--- src/design/assert_macros.svh ---
// assertion macros used by the sequencer (gbc_engine)
`ifndef ASSERT_MACROS_SVH
`define ASSERT_MACROS_SVH

// property that must hold at every clock edge out of reset
`define GBC_ASSERT(lbl, clk, rst, prop, msg) \
  lbl: assert property (@(posedge clk) disable iff (rst) (prop)) else $error(msg);

// same-cycle implication, checked out of reset
`define GBC_ASSERT_IMP(lbl, clk, rst, ante, cons, msg) \
  lbl: assert property (@(posedge clk) disable iff (rst) (ante) |-> (cons)) else $error(msg);

`endif

--- src/design/gbc_pkg.sv ---
// types and constants of the glyph blitter
`default_nettype none

package gbc_pkg;

  // input word actions
  typedef enum logic [2:0] {
    ACT_HEADER  = 3'd0,
    ACT_DATA    = 3'd1,
    ACT_NEWLINE = 3'd2,
    ACT_READ    = 3'd3,
    ACT_CLEAR   = 3'd4
  } action_t;

  // configuration register indexes
  typedef enum logic [1:0] {
    CFG_WIDTH  = 2'd0,
    CFG_HEIGHT = 2'd1,
    CFG_FONT   = 2'd2
  } cfg_reg_t;

  // sequencer states
  typedef enum logic [2:0] {
    ST_CLEAR,
    ST_IDLE,
    ST_RDWAIT,
    ST_BIT,
    ST_MUL,
    ST_WR,
    ST_DONE
  } state_t;

  localparam logic [8:0] WIDTH_RESET  = 9'd128;
  localparam logic [8:0] HEIGHT_RESET = 9'd128;
  localparam logic [6:0] FONT_RESET   = 7'd20;

  typedef struct packed {
    logic [8:0] canvas_width;
    logic [8:0] canvas_height;
    logic [6:0] font_size;
  } cfg_t;

  typedef struct packed {
    logic [15:0] read_data;
    logic [3:0]  pixels_set;
    logic [3:0]  pixels_clipped;
  } res_t;

endpackage

`default_nettype wire

--- src/design/gbc_if.sv ---
// valid/ready channel interfaces for input and result words
`default_nettype none

interface gbc_in_if;
  logic       valid;
  logic       ready;
  logic [2:0] action;
  logic       glyph_found;
  logic [7:0] box_left;
  logic [7:0] box_top;
  logic [7:0] box_right;
  logic [7:0] box_bottom;
  logic [7:0] glyph_byte;
  logic [9:0] word_address;

  modport source (
    output valid, action, glyph_found, box_left, box_top, box_right, box_bottom,
    output glyph_byte, word_address,
    input  ready
  );
  modport sink (
    input  valid, action, glyph_found, box_left, box_top, box_right, box_bottom,
    input  glyph_byte, word_address,
    output ready
  );
endinterface


`default_nettype wire

--- src/design/gbc_engine.sv ---
// sequencer: cursor and glyph state, per-pixel read-modify-write of the canvas
`default_nettype none
`include "assert_macros.svh"

module gbc_engine
  import gbc_pkg::*;
#(
  parameter int CANVAS_WORDS = 1024,
  parameter int AW           = 10
) (
  input  wire logic          clk,
  input  wire logic          rst,
  gbc_in_if.sink             glyph,
  input  wire cfg_t          cfg,
  output res_t               res,
  output logic               res_valid,
  input  wire logic          res_take,
  output logic               ram_we,
  output logic [AW-1:0]      ram_waddr,
  output logic [15:0]        ram_wdata,
  output logic               ram_re,
  output logic [AW-1:0]      ram_raddr,
  input  wire logic [15:0]   ram_rdata
);

  localparam logic [AW-1:0] LAST_WORD = AW'(CANVAS_WORDS - 1);
  localparam logic [2:0]    TOP_BIT   = 3'd7;
  localparam logic [4:0]    MAX_PIX   = 5'd8;

  state_t state, state_next;

  logic [15:0] cursor_x, cursor_y;
  logic [7:0]  offset_x, offset_y, cur_width, cur_height;
  logic [15:0] bit_index, total_bits;
  logic [7:0]  gx, gy;
  logic [7:0]  byte_reg;
  logic [2:0]  k;
  logic        bit_last;
  logic [7:0]  px, py;
  logic [AW-1:0] wr_addr, clr_addr;
  logic [3:0]  wr_bit;
  logic        clr_reply;
  logic [15:0] res_data;
  logic [3:0]  set_cnt, clip_cnt;

  logic        accept;
  logic [7:0]  hdr_w, hdr_h;
  logic [15:0] hdr_total;
  logic [31:0] rd_ext, word_ext;
  logic        rd_ok, word_ok;
  logic        glyph_done, cur_bit, on_canvas, last_clr;
  logic [15:0] origin_x, cx, cy, pos;

  // input word decode
  assign accept    = glyph.valid && glyph.ready;
  assign hdr_w     = glyph.box_right - glyph.box_left;
  assign hdr_h     = glyph.box_bottom - glyph.box_top;
  assign hdr_total = 16'(hdr_w) * 16'(hdr_h);
  assign rd_ext    = 32'(glyph.word_address);
  assign rd_ok     = rd_ext < 32'(CANVAS_WORDS);

  // pixel geometry of the current glyph bit
  assign glyph_done = bit_index >= total_bits;
  assign cur_bit    = byte_reg[k];
  assign origin_x   = cursor_x - 16'(cur_width);
  assign cx         = origin_x + 16'(offset_x) + 16'(gx);
  assign cy         = cursor_y + 16'(offset_y) + 16'(gy);
  assign on_canvas  = (cx < 16'(cfg.canvas_width)) && (cy < 16'(cfg.canvas_height));

  // bit position of the pixel in the canvas, from the registered coordinates
  assign pos      = 16'(py) * 16'(cfg.canvas_width) + 16'(px);
  assign word_ext = 32'(pos[15:4]);
  assign word_ok  = word_ext < 32'(CANVAS_WORDS);
  assign last_clr = clr_addr == LAST_WORD;

  // next state
  always_comb begin
    state_next = state;
    case (state)
      ST_CLEAR: begin
        if (last_clr) state_next = clr_reply ? ST_DONE : ST_IDLE;
      end
      ST_IDLE: begin
        if (accept) begin
          case (glyph.action)
            ACT_DATA:  state_next = ST_BIT;
            ACT_READ:  state_next = rd_ok ? ST_RDWAIT : ST_DONE;
            ACT_CLEAR: state_next = ST_CLEAR;
            default:   state_next = ST_DONE;
          endcase
        end
      end
      ST_RDWAIT: state_next = ST_DONE;
      ST_BIT: begin
        if (glyph_done) begin
          state_next = ST_DONE;
        end else if (cur_bit && on_canvas) begin
          state_next = ST_MUL;
        end else begin
          state_next = (k == 3'd0) ? ST_DONE : ST_BIT;
        end
      end
      ST_MUL: begin
        if (word_ok) state_next = ST_WR;
        else         state_next = bit_last ? ST_DONE : ST_BIT;
      end
      ST_WR:   state_next = bit_last ? ST_DONE : ST_BIT;
      ST_DONE: begin
        if (res_take) state_next = ST_IDLE;
      end
      default: state_next = ST_IDLE;
    endcase
  end

  // handshake and memory controls
  assign glyph.ready = state == ST_IDLE;

  always_comb begin
    res_valid = state == ST_DONE;
    ram_re    = (accept && (glyph.action == ACT_READ) && rd_ok)
                || ((state == ST_MUL) && word_ok);
    ram_raddr = (state == ST_MUL) ? word_ext[AW-1:0] : rd_ext[AW-1:0];
    ram_we    = (state == ST_CLEAR) || (state == ST_WR);
    ram_waddr = (state == ST_CLEAR) ? clr_addr : wr_addr;
    ram_wdata = (state == ST_CLEAR) ? 16'h0000
                                    : (ram_rdata | (16'h8000 >> wr_bit));
  end

  assign res.read_data      = res_data;
  assign res.pixels_set     = set_cnt;
  assign res.pixels_clipped = clip_cnt;

  // state and datapath registers
  always_ff @(posedge clk) begin
    if (rst) begin
      state      <= ST_CLEAR;
      clr_addr   <= '0;
      clr_reply  <= 1'b0;
      cursor_x   <= '0;
      cursor_y   <= '0;
      offset_x   <= '0;
      offset_y   <= '0;
      cur_width  <= '0;
      cur_height <= '0;
      bit_index  <= '0;
      total_bits <= '0;
      gx         <= '0;
      gy         <= '0;
      set_cnt    <= '0;
      clip_cnt   <= '0;
    end else begin
      state <= state_next;
      case (state)
        ST_CLEAR: begin
          clr_addr <= last_clr ? '0 : clr_addr + AW'(1);
          if (last_clr) clr_reply <= 1'b0;
        end
        ST_IDLE: begin
          if (accept) begin
            res_data <= '0;
            set_cnt  <= '0;
            clip_cnt <= '0;
            byte_reg <= glyph.glyph_byte;
            k        <= TOP_BIT;
            case (glyph.action)
              ACT_HEADER: begin
                bit_index <= '0;
                gx        <= '0;
                gy        <= '0;
                if (glyph.glyph_found) begin
                  offset_x   <= glyph.box_left;
                  offset_y   <= glyph.box_top;
                  cur_width  <= hdr_w;
                  cur_height <= hdr_h;
                  total_bits <= hdr_total;
                  cursor_x   <= cursor_x + 16'(hdr_w);
                end else begin
                  cur_width  <= '0;
                  cur_height <= '0;
                  total_bits <= '0;
                  cursor_x   <= cursor_x + 16'(cfg.font_size);
                end
              end
              ACT_NEWLINE: begin
                cursor_x   <= '0;
                cursor_y   <= cursor_y + 16'(cfg.font_size);
                cur_width  <= '0;
                cur_height <= '0;
                total_bits <= '0;
                bit_index  <= '0;
                gx         <= '0;
                gy         <= '0;
              end
              ACT_CLEAR: begin
                clr_reply <= 1'b1;
                clr_addr  <= '0;
              end
              default: begin
              end
            endcase
          end
        end
        ST_RDWAIT: res_data <= ram_rdata;
        ST_BIT: begin
          if (!glyph_done) begin
            bit_index <= bit_index + 16'd1;
            // row-major walk through the glyph box
            if (gx == cur_width - 8'd1) begin
              gx <= '0;
              gy <= gy + 8'd1;
            end else begin
              gx <= gx + 8'd1;
            end
            k        <= k - 3'd1;
            bit_last <= k == 3'd0;
            px       <= cx[7:0];
            py       <= cy[7:0];
            if (cur_bit && !on_canvas) clip_cnt <= clip_cnt + 4'd1;
          end
        end
        ST_MUL: begin
          wr_addr <= word_ext[AW-1:0];
          wr_bit  <= pos[3:0];
          if (!word_ok) clip_cnt <= clip_cnt + 4'd1;
        end
        ST_WR: set_cnt <= set_cnt + 4'd1;
        default: begin
        end
      endcase
    end
  end

  // checks
  `GBC_ASSERT(a_count_bound, clk, rst, (5'(set_cnt) + 5'(clip_cnt)) <= MAX_PIX, "too many pixels counted for one byte")
  `GBC_ASSERT(a_bit_index_bound, clk, rst, bit_index <= total_bits, "bit index ran past the glyph box")
  `GBC_ASSERT_IMP(a_wr_after_rd, clk, rst, state == ST_WR, $past(ram_re), "pixel write without a preceding word read")
  `GBC_ASSERT_IMP(a_clear_zero, clk, rst, state == ST_CLEAR, ram_we && (ram_wdata == 16'h0000), "clearing pass not writing zero")

endmodule

`default_nettype wire

--- src/flat_wrapper.sv ---
// flat-port wrapper written by rule: the top's interface ports become plain ports
module gbc_engine_flat import gbc_pkg::*;
#(
  parameter int CANVAS_WORDS = 1024,
  parameter int AW           = 10
)
  (clk, rst, cfg, res, res_valid, res_take, ram_we, ram_waddr, ram_wdata, ram_re, ram_raddr, ram_rdata, glyph_valid, glyph_action, glyph_glyph_found, glyph_box_left, glyph_box_top, glyph_box_right, glyph_box_bottom, glyph_glyph_byte, glyph_word_address, glyph_ready);
  gbc_in_if glyph_i ();
  input  wire logic clk;
  input  wire logic rst;
  input  wire cfg_t cfg;
  output res_t res;
  output logic res_valid;
  input  wire logic res_take;
  output logic ram_we;
  output logic [AW-1:0] ram_waddr;
  output logic [15:0] ram_wdata;
  output logic ram_re;
  output logic [AW-1:0] ram_raddr;
  input  wire logic [15:0] ram_rdata;
  input wire logic [$bits(glyph_i.valid)-1:0] glyph_valid;
  input wire logic [$bits(glyph_i.action)-1:0] glyph_action;
  input wire logic [$bits(glyph_i.glyph_found)-1:0] glyph_glyph_found;
  input wire logic [$bits(glyph_i.box_left)-1:0] glyph_box_left;
  input wire logic [$bits(glyph_i.box_top)-1:0] glyph_box_top;
  input wire logic [$bits(glyph_i.box_right)-1:0] glyph_box_right;
  input wire logic [$bits(glyph_i.box_bottom)-1:0] glyph_box_bottom;
  input wire logic [$bits(glyph_i.glyph_byte)-1:0] glyph_glyph_byte;
  input wire logic [$bits(glyph_i.word_address)-1:0] glyph_word_address;
  output wire logic [$bits(glyph_i.ready)-1:0] glyph_ready;
  assign glyph_i.valid = glyph_valid;
  assign glyph_i.action = glyph_action;
  assign glyph_i.glyph_found = glyph_glyph_found;
  assign glyph_i.box_left = glyph_box_left;
  assign glyph_i.box_top = glyph_box_top;
  assign glyph_i.box_right = glyph_box_right;
  assign glyph_i.box_bottom = glyph_box_bottom;
  assign glyph_i.glyph_byte = glyph_glyph_byte;
  assign glyph_i.word_address = glyph_word_address;
  assign glyph_ready = glyph_i.ready;
  gbc_engine #(.CANVAS_WORDS(CANVAS_WORDS), .AW(AW)) u_core (.clk(clk), .rst(rst), .glyph(glyph_i), .cfg(cfg), .res(res), .res_valid(res_valid), .res_take(res_take), .ram_we(ram_we), .ram_waddr(ram_waddr), .ram_wdata(ram_wdata), .ram_re(ram_re), .ram_raddr(ram_raddr), .ram_rdata(ram_rdata));
endmodule
--- config.mk ---
export PLATFORM = sky130hd
export DESIGN_NAME = gbc_engine_flat
export DESIGN_NICKNAME = d
export VERILOG_FILES = /design/src/design/gbc_pkg.sv /design/src/design/gbc_if.sv /design/src/design/gbc_engine.sv /design/src/flat_wrapper.sv
export VERILOG_INCLUDE_DIRS = /design/src /design/src/design
export SDC_FILE = /design/constraint.sdc
export NUM_CORES = 1
export LEC_CHECK = 0
export BUFFER_PORTS_ARGS = -buffer_cell sky130_fd_sc_hd__buf_2
export CORE_AREA = 3 3 156 188
export DETAILED_ROUTE_END_ITERATION = 7
export DIE_AREA = 0 0 159 191
export GPL_TIMING_DRIVEN = 0
export PLACE_DENSITY = 0.8
export SYNTH_ARGS = -nofsm -noshare
export SYNTH_HDL_FRONTEND = slang
export SYNTH_SLANG_ARGS = --single-unit
--- constraint.sdc ---
create_clock -name clk -period 14.43 [get_ports clk]
set_input_delay 4.329 -clock clk [delete_from_list [all_inputs] [get_ports clk]]
set_output_delay 4.329 -clock clk [all_outputs]
set_load 0.05 [all_outputs]
== After elaboration in Yosys (flattened, before gate mapping) ==
Index checks and enable logic that the tools add are counted.
Storage, ports and cells
  register bits after elaboration: 184
  bits of input ports: 99
  logic and storage cells: 163
Cells by class
  add/sub/neg operators: 19
  multiply operators: 2
  order comparisons: 6
  equal/unequal tests: 21
  shift-type cells: 1
  multiplexer cells: 54
  bitwise gates (word level): 3
  reduce and logical (&&, ||, !) cells: 35
Operators by type and width (count)
  16-bit one-hot mux with 2 select lines: 4
  16-bit two-way mux: 7
  16-bit by 8-bit adder with 16-bit output: 6
  8-bit two-way mux: 7
  10-bit two-way mux: 5
  8-bit one-hot mux with 2 select lines: 3
  3-bit two-way mux: 12
  16-bit by 7-bit adder with 16-bit output: 2
  16-bit by 9-bit less-than comparator with 1-bit output: 2
  3-bit one-hot mux with 7 select lines: 1
  3-bit AND reduction: 7
  10-bit one-hot mux with 2 select lines: 1
  16-bit by 1-bit adder with 16-bit output (second input constant): 1
  8-bit by 1-bit adder with 8-bit output (second input constant): 2
  16-bit >= comparator: 1
  8-bit by 8-bit multiplier with 16-bit output: 1
  8-bit by 9-bit multiplier with 16-bit output: 1
  4-bit two-way mux: 4
  16-bit bitwise OR: 1
  4-bit AND reduction: 4
  16-bit by 4-bit right shift with 16-bit output (first input constant): 1
  16-bit by 8-bit subtractor with 16-bit output: 1
  8-bit subtractor: 2
  3-bit by 2-bit == test with 1-bit output (second input constant): 4
  30 further kinds: 61

== Longest topological paths before layout ==
  depth after elaboration: 10
  gate-level depth with buffers: 27
  gate-level depth less buffers: 27

== Worst setup path before layout ==
No wires, ideal clock.
  kind: input-to-output
  from: in cfg[19] (netlist bit)
  to: out ram_re
  arrival: 8.959 ns
  required time: 10.101 ns
  setup slack: 1.142 ns
  cell stages on the path: 18
  path through: clkbuf_1 -> and2_1 -> fa_1 -> inv_1 -> fa_1 -> inv_1 -> fa_1 -> inv_1 -> fa_1 -> inv_1 -> ha_1 -> o21ai_0 -> a21oi_1 -> o221ai_1 -> a21oi_1 -> mux2_2 -> nor4_1 -> a31o_2
Between the ends
  word-level cells in the longest chain between the ends: 5
RTL lines
  from (decl): RTL line flat_wrapper.sv:11  | input wire cfg_t cfg;
  8-bit by 9-bit multiplier with 16-bit output: RTL line gbc_engine.sv:71  | assign pos = 16'(py) * 16'(cfg.canvas_width) + 16'(px);
  16-bit by 8-bit adder with 16-bit output: RTL line gbc_engine.sv:71
  12-bit by 11-bit less-than comparator with 1-bit output: RTL line gbc_engine.sv:73  | assign word_ok = word_ext < 32'(CANVAS_WORDS);
  1-bit logical AND: RTL line gbc_engine.sv:121  | || ((state == ST_MUL) && word_ok);
  1-bit logical OR: RTL line gbc_engine.sv:121
  to (decl): RTL line flat_wrapper.sv:18  | output logic ram_re;
Every way passes these cells.

== Worst setup path in the final report ==
  from: in cfg[18] (netlist bit)
  to: out ram_re
The elaborated chain is that of the path after synthesis.

==> report_table.html <==
<table>
<tr><th>Metric</th><th>Value</th></tr>
<tr><th colspan="2">Outcome</th></tr>
<tr><td>Run status</td><td>finished, final reports clean</td></tr>
<tr><th colspan="2">STA</th></tr>
<tr><td>Count of final setup violators</td><td>0</td></tr>
<tr><td>Share of the cycle needed by the critical path after routing</td><td>97.6%</td></tr>
<tr><td>Worst-case clock skew</td><td>0.0172 ns</td></tr>
<tr><td>Final hold vios</td><td>0</td></tr>
<tr><td>Total Negative Setup Slacks</td><td>0 ns</td></tr>
<tr><td>Post-route worst setup slack</td><td>0.346 ns</td></tr>
<tr><td>Slew margin rel.</td><td>19.3%</td></tr>
<tr><td>Maximum operating frequency</td><td>71.0 MHz</td></tr>
<tr><td>Slew at the pin closest to its max-slew limit</td><td>1.18 ns</td></tr>
<tr><td>Unrepaired setup endpoints after global routing</td><td>false</td></tr>
<tr><td>Final worst path period need</td><td>14.08 ns</td></tr>
<tr><td>Max Transition Viols Final</td><td>0</td></tr>
<tr><th colspan="2">Pwr</th></tr>
<tr><td>Cell internal power dissipation</td><td>1.22 mW</td></tr>
<tr><td>Power share of the sequential group</td><td>25.9%</td></tr>
<tr><td>Gate power share</td><td>51.9%</td></tr>
<tr><td>Worst voltage drop across the vdd grid</td><td>0.297 mV</td></tr>
<tr><td>Power per cell area</td><td>114 nW/um2</td></tr>
<tr><td>Share of power burned in the clock network</td><td>22.3%</td></tr>
<tr><td>Static leakage</td><td>8.39 nW</td></tr>
<tr><td>Switching power total</td><td>0.867 mW</td></tr>
<tr><td>Switching part of the total power</td><td>41.5%</td></tr>
<tr><th colspan="2">Layout</th></tr>
<tr><td>FF+latch area</td><td>4260 um2</td></tr>
<tr><td>Non-filler cells in the finished layout</td><td>2457</td></tr>
<tr><td>Area of the multi-input gates</td><td>11000 um2</td></tr>
<tr><td>Number of fill cells in the layout</td><td>2286</td></tr>
<tr><td>Area of all placed cells without fillers</td><td>18300 um2</td></tr>
<tr><td>Net count of the finished layout</td><td>2456</td></tr>
<tr><td>Diodes inserted</td><td>0</td></tr>
<tr><td>Final core utilization</td><td>65.7%</td></tr>
<tr><td>Share of layout cells above drive strength 1</td><td>11.4%</td></tr>
<tr><td>Signed area change from the synthesized netlist to the final layout</td><td>11.4%</td></tr>
<tr><th colspan="2">Clocking</th></tr>
<tr><td>Number of buffers added by the clock tree synthesis step</td><td>17</td></tr>
<tr><td>CTS root buf</td><td>clkbuf_16</td></tr>
<tr><td>Clock Sinks</td><td>184</td></tr>
<tr><td># hold bufs at CTS</td><td>0</td></tr>
<tr><td>H-tree depth reported by CTS</td><td>4</td></tr>
<tr><td>Maximum root-to-sink buffer count</td><td>2</td></tr>
<tr><td>Clock tree from TritonCTS</td><td>built</td></tr>
<tr><td>Clock Latency Late Sink</td><td>0.45 ns</td></tr>
<tr><td>Clock transition time at the flip-flop clock pins of the worst setup and hold paths</td><td>0.07 ns</td></tr>
<tr><th colspan="2">Global route</th></tr>
<tr><td>Number of antenna violations at the first check in global routing</td><td>0</td></tr>
<tr><td>Pin count of the biggest net entering global routing</td><td>19</td></tr>
<tr><td>Leftover overflow at the end of global routing</td><td>0</td></tr>
<tr><td>Number of global-route vias before repair</td><td>14219</td></tr>
<tr><td>First-pass GRT wire length</td><td>67.8 mm</td></tr>
<tr><td>GRT Util Overall</td><td>27.3%</td></tr>
<tr><th colspan="2">Detailed routing</th></tr>
<tr><td>Wire length per cell after detailed routing</td><td>16.8 um</td></tr>
<tr><td>Number of nets with antenna violations after routing</td><td>0</td></tr>
<tr><td>Top sig layer</td><td>met4</td></tr>
<tr><td>Wire length on met1</td><td>15.8 mm</td></tr>
<tr><td>Vias</td><td>13865</td></tr>
<tr><td>Vias/cell</td><td>5.64</td></tr>
<tr><td>Number of DRC violations after detailed-routing iteration 0</td><td>826</td></tr>
<tr><td>DRC violation count after routing</td><td>0</td></tr>
<tr><td>Total iterations of the first detailed-routing run</td><td>5</td></tr>
<tr><td>Wirelength, routed</td><td>41.2 mm</td></tr>
<tr><td>Met3 routed wirelength</td><td>2.02 mm</td></tr>
<tr><td>Routed length on met2</td><td>21.2 mm</td></tr>
<tr><th colspan="2">Die</th></tr>
<tr><td>Die Wd</td><td>159 um</td></tr>
<tr><td>Die Y-Extent</td><td>191 um</td></tr>
<tr><td>Core box area</td><td>27800 um2</td></tr>
<tr><td>Initial core utilization</td><td>59.0%</td></tr>
<tr><td>Ports</td><td>163</td></tr>
<tr><td>Overall die area</td><td>30400 um2</td></tr>
<tr><td>Site row count</td><td>67</td></tr>
<tr><th colspan="2">Worst hold path</th></tr>
<tr><td>Hold Path Class</td><td>reg2reg</td></tr>
<tr><td>Hold Crit Start</td><td>u_core.offset_y[0]</td></tr>
<tr><th colspan="2">Worst setup path</th></tr>
<tr><td>Worst endpoint data arrival time</td><td>9.75 ns</td></tr>
<tr><td>Type of the worst setup path</td><td>in2out</td></tr>
<tr><td>RR Startpoint</td><td>u_core.py[7]</td></tr>
<tr><td>Sort of element at the start of the critical path</td><td>input port</td></tr>
<tr><td>Data required time at the worst endpoint</td><td>10.10 ns</td></tr>
<tr><td>CP Capture Type</td><td>primary output</td></tr>
<tr><td>Peak fanout along the critical path</td><td>9</td></tr>
<tr><td>Worst setup path startpoint</td><td>cfg[18]</td></tr>
<tr><th colspan="2">Synth</th></tr>
<tr><td>Cell type contributing the most total cell area after synthesis</td><td>dfxtp_1</td></tr>
<tr><td>Post-synthesis area per instance</td><td>8.69 um2</td></tr>
<tr><td>Area of the mapped netlist</td><td>16400 um2</td></tr>
<tr><td>Most repeated cell in the gate-level netlist after synthesis</td><td>inv_1</td></tr>
<tr><td>Most frequent cells after synthesis</td><td>inv_1 (264), nor2_1 (208), ha_1 (178), nand2_1 (166), dfxtp_1 (126)</td></tr>
<tr><td>Number of synthesized register bits</td><td>184</td></tr>
<tr><td>Synthesized net count</td><td>2281</td></tr>
<tr><td>Top_reg_cell synth</td><td>dfxtp_1</td></tr>
<tr><td>Proportion of netlist area held by the largest area contributor</td><td>15.4%</td></tr>
<tr><td>Warning count from the yosys run</td><td>0</td></tr>
<tr><td>Cell variety after synth</td><td>75</td></tr>
<tr><td>Count of flip-flops with a built-in enable after synthesis</td><td>58</td></tr>
<tr><td>Post-synthesis instance total</td><td>1890</td></tr>
<tr><td>Synth area leaders</td><td>dfxtp_1 (15%), fa_1 (14%), ha_1 (14%), edfxtp_1 (11%), inv_1 (6.0%)</td></tr>
<tr><td>Share of flip-flops with an asynchronous set or reset after synthesis</td><td>0%</td></tr>
<tr><td>Fraction of the yosys area taken by sequential cells</td><td>26.0%</td></tr>
<tr><th colspan="2">Flow run</th></tr>
<tr><td>Number of violations of the max-capacitance limit</td><td>0</td></tr>
<tr><th colspan="2">Place</th></tr>
<tr><td>Total placed instance area</td><td>17700 um2</td></tr>
<tr><td>Total instance count after detailed placement</td><td>2425</td></tr>
<tr><td>Count of input and output buffers</td><td>155</td></tr>
<tr><td>Pre-CTS setup slack</td><td>0.135 ns</td></tr>
<tr><td>Gp weighted congestion</td><td>0.928</td></tr>
<tr><td>DP Wirelength</td><td>33.6 mm</td></tr>
</table>
[cells in the final DEF (no fill, tap or decap), types with 52 or more instances in the layout]
cell,instances
a21oi_1,113
and2_1,63
buf_2,159
clkbuf_1,52
dfxtp_1,126
edfxtp_1,58
fa_1,114
ha_1,178
inv_1,264
nand2_1,166
nor2_1,207
xnor2_1,92
[power by group through the flow]
stage | Combinational (mW) | Sequential [mW] | Clock (mW)
after floorplan | 0.807 | 0.552 | 0
after global placement | 1.05 | 0.552 | 0
after detailed placement | 1.09 | 0.552 | 0
after CTS | 1.09 | 0.540 | 0.467
after global routing | 1.23 | 0.540 | 0.488
final | 1.08 | 0.540 | 0.465
[stage by stage]
stage | hold slack [ns] | total power [mW]
2_1_floorplan | 0.436 | 1.36
3_3_place_gp | 0.447 | 1.60
3_5_place_dp | 0.451 | 1.64
4_1_cts | 0.461 | 2.10
5_1_grt | 0.477 | 2.26
6_report | 0.462 | 2.09
[what timing repair did]
item | 4_1_cts | 5_1_grt
setup buffers | 0 | 0
endpoints found under the setup margin | 0 | 1
resized for setup | 0 | 1
[area by class of cell]
| cell class | instances | area share (%) |
|---|---|---|
| buffer | 56 | 1.18 |
| clock buffer | 19 | 2.48 |
| clock inverter | 13 | 0.725 |
| inverter | 264 | 5.42 |
| multi-input combinational | 1386 | 60.0 |
| sequential | 184 | 23.3 |
| tap | 379 | 2.59 |
| timing repair buffer | 156 | 4.30 |
[critical path, cell delays in order]
cell and delay, ns:
clkbuf_1 0.20, and2_1 0.22, fa_1 0.53, inv_1 0.05
fa_1 0.54, inv_1 0.07, fa_1 0.54, inv_1 0.06
fa_1 0.53, inv_1 0.04, ha_1 0.35, o21a_1 0.16
o211ai_1 0.07, and2_1 0.17, or2_2 0.31, o311ai_0 0.85
nor4_2 0.24, a31o_2 0.27, buf_2 0.22
[routing by layer]
layer	vias to the layer above	GRT usage [%]
li1	6657	-
met1	6644	29.9
met2	432	50.6
met3	132	3.88
met4	0	15.4
met5	-	0
[cell families after synthesis]
kind of cell    after synthesis  synth area share (%)
xor+xnor                    128                  6.87
compound gates              305                  12.1
buf+inv                     320                  7.34
flops                       184                  26.0
fa+ha+maj                   292                  27.4
simple gates                629                  18.1
mux                          32                  2.26
[worst paths after layout]
path / to / slack (ns) / depth (start not counted)
worst min register to register: u_core.offset_y[0] / 0.46 / 2
worst max-delay path: ram_re / 0.35 / 19
worst min-delay path: u_core.offset_y[0] / 0.46 / 2
worst max register to register: u_core.clip_cnt[0] / 8.26 / 20
Note: power is estimated with default switching activity, not from simulation.
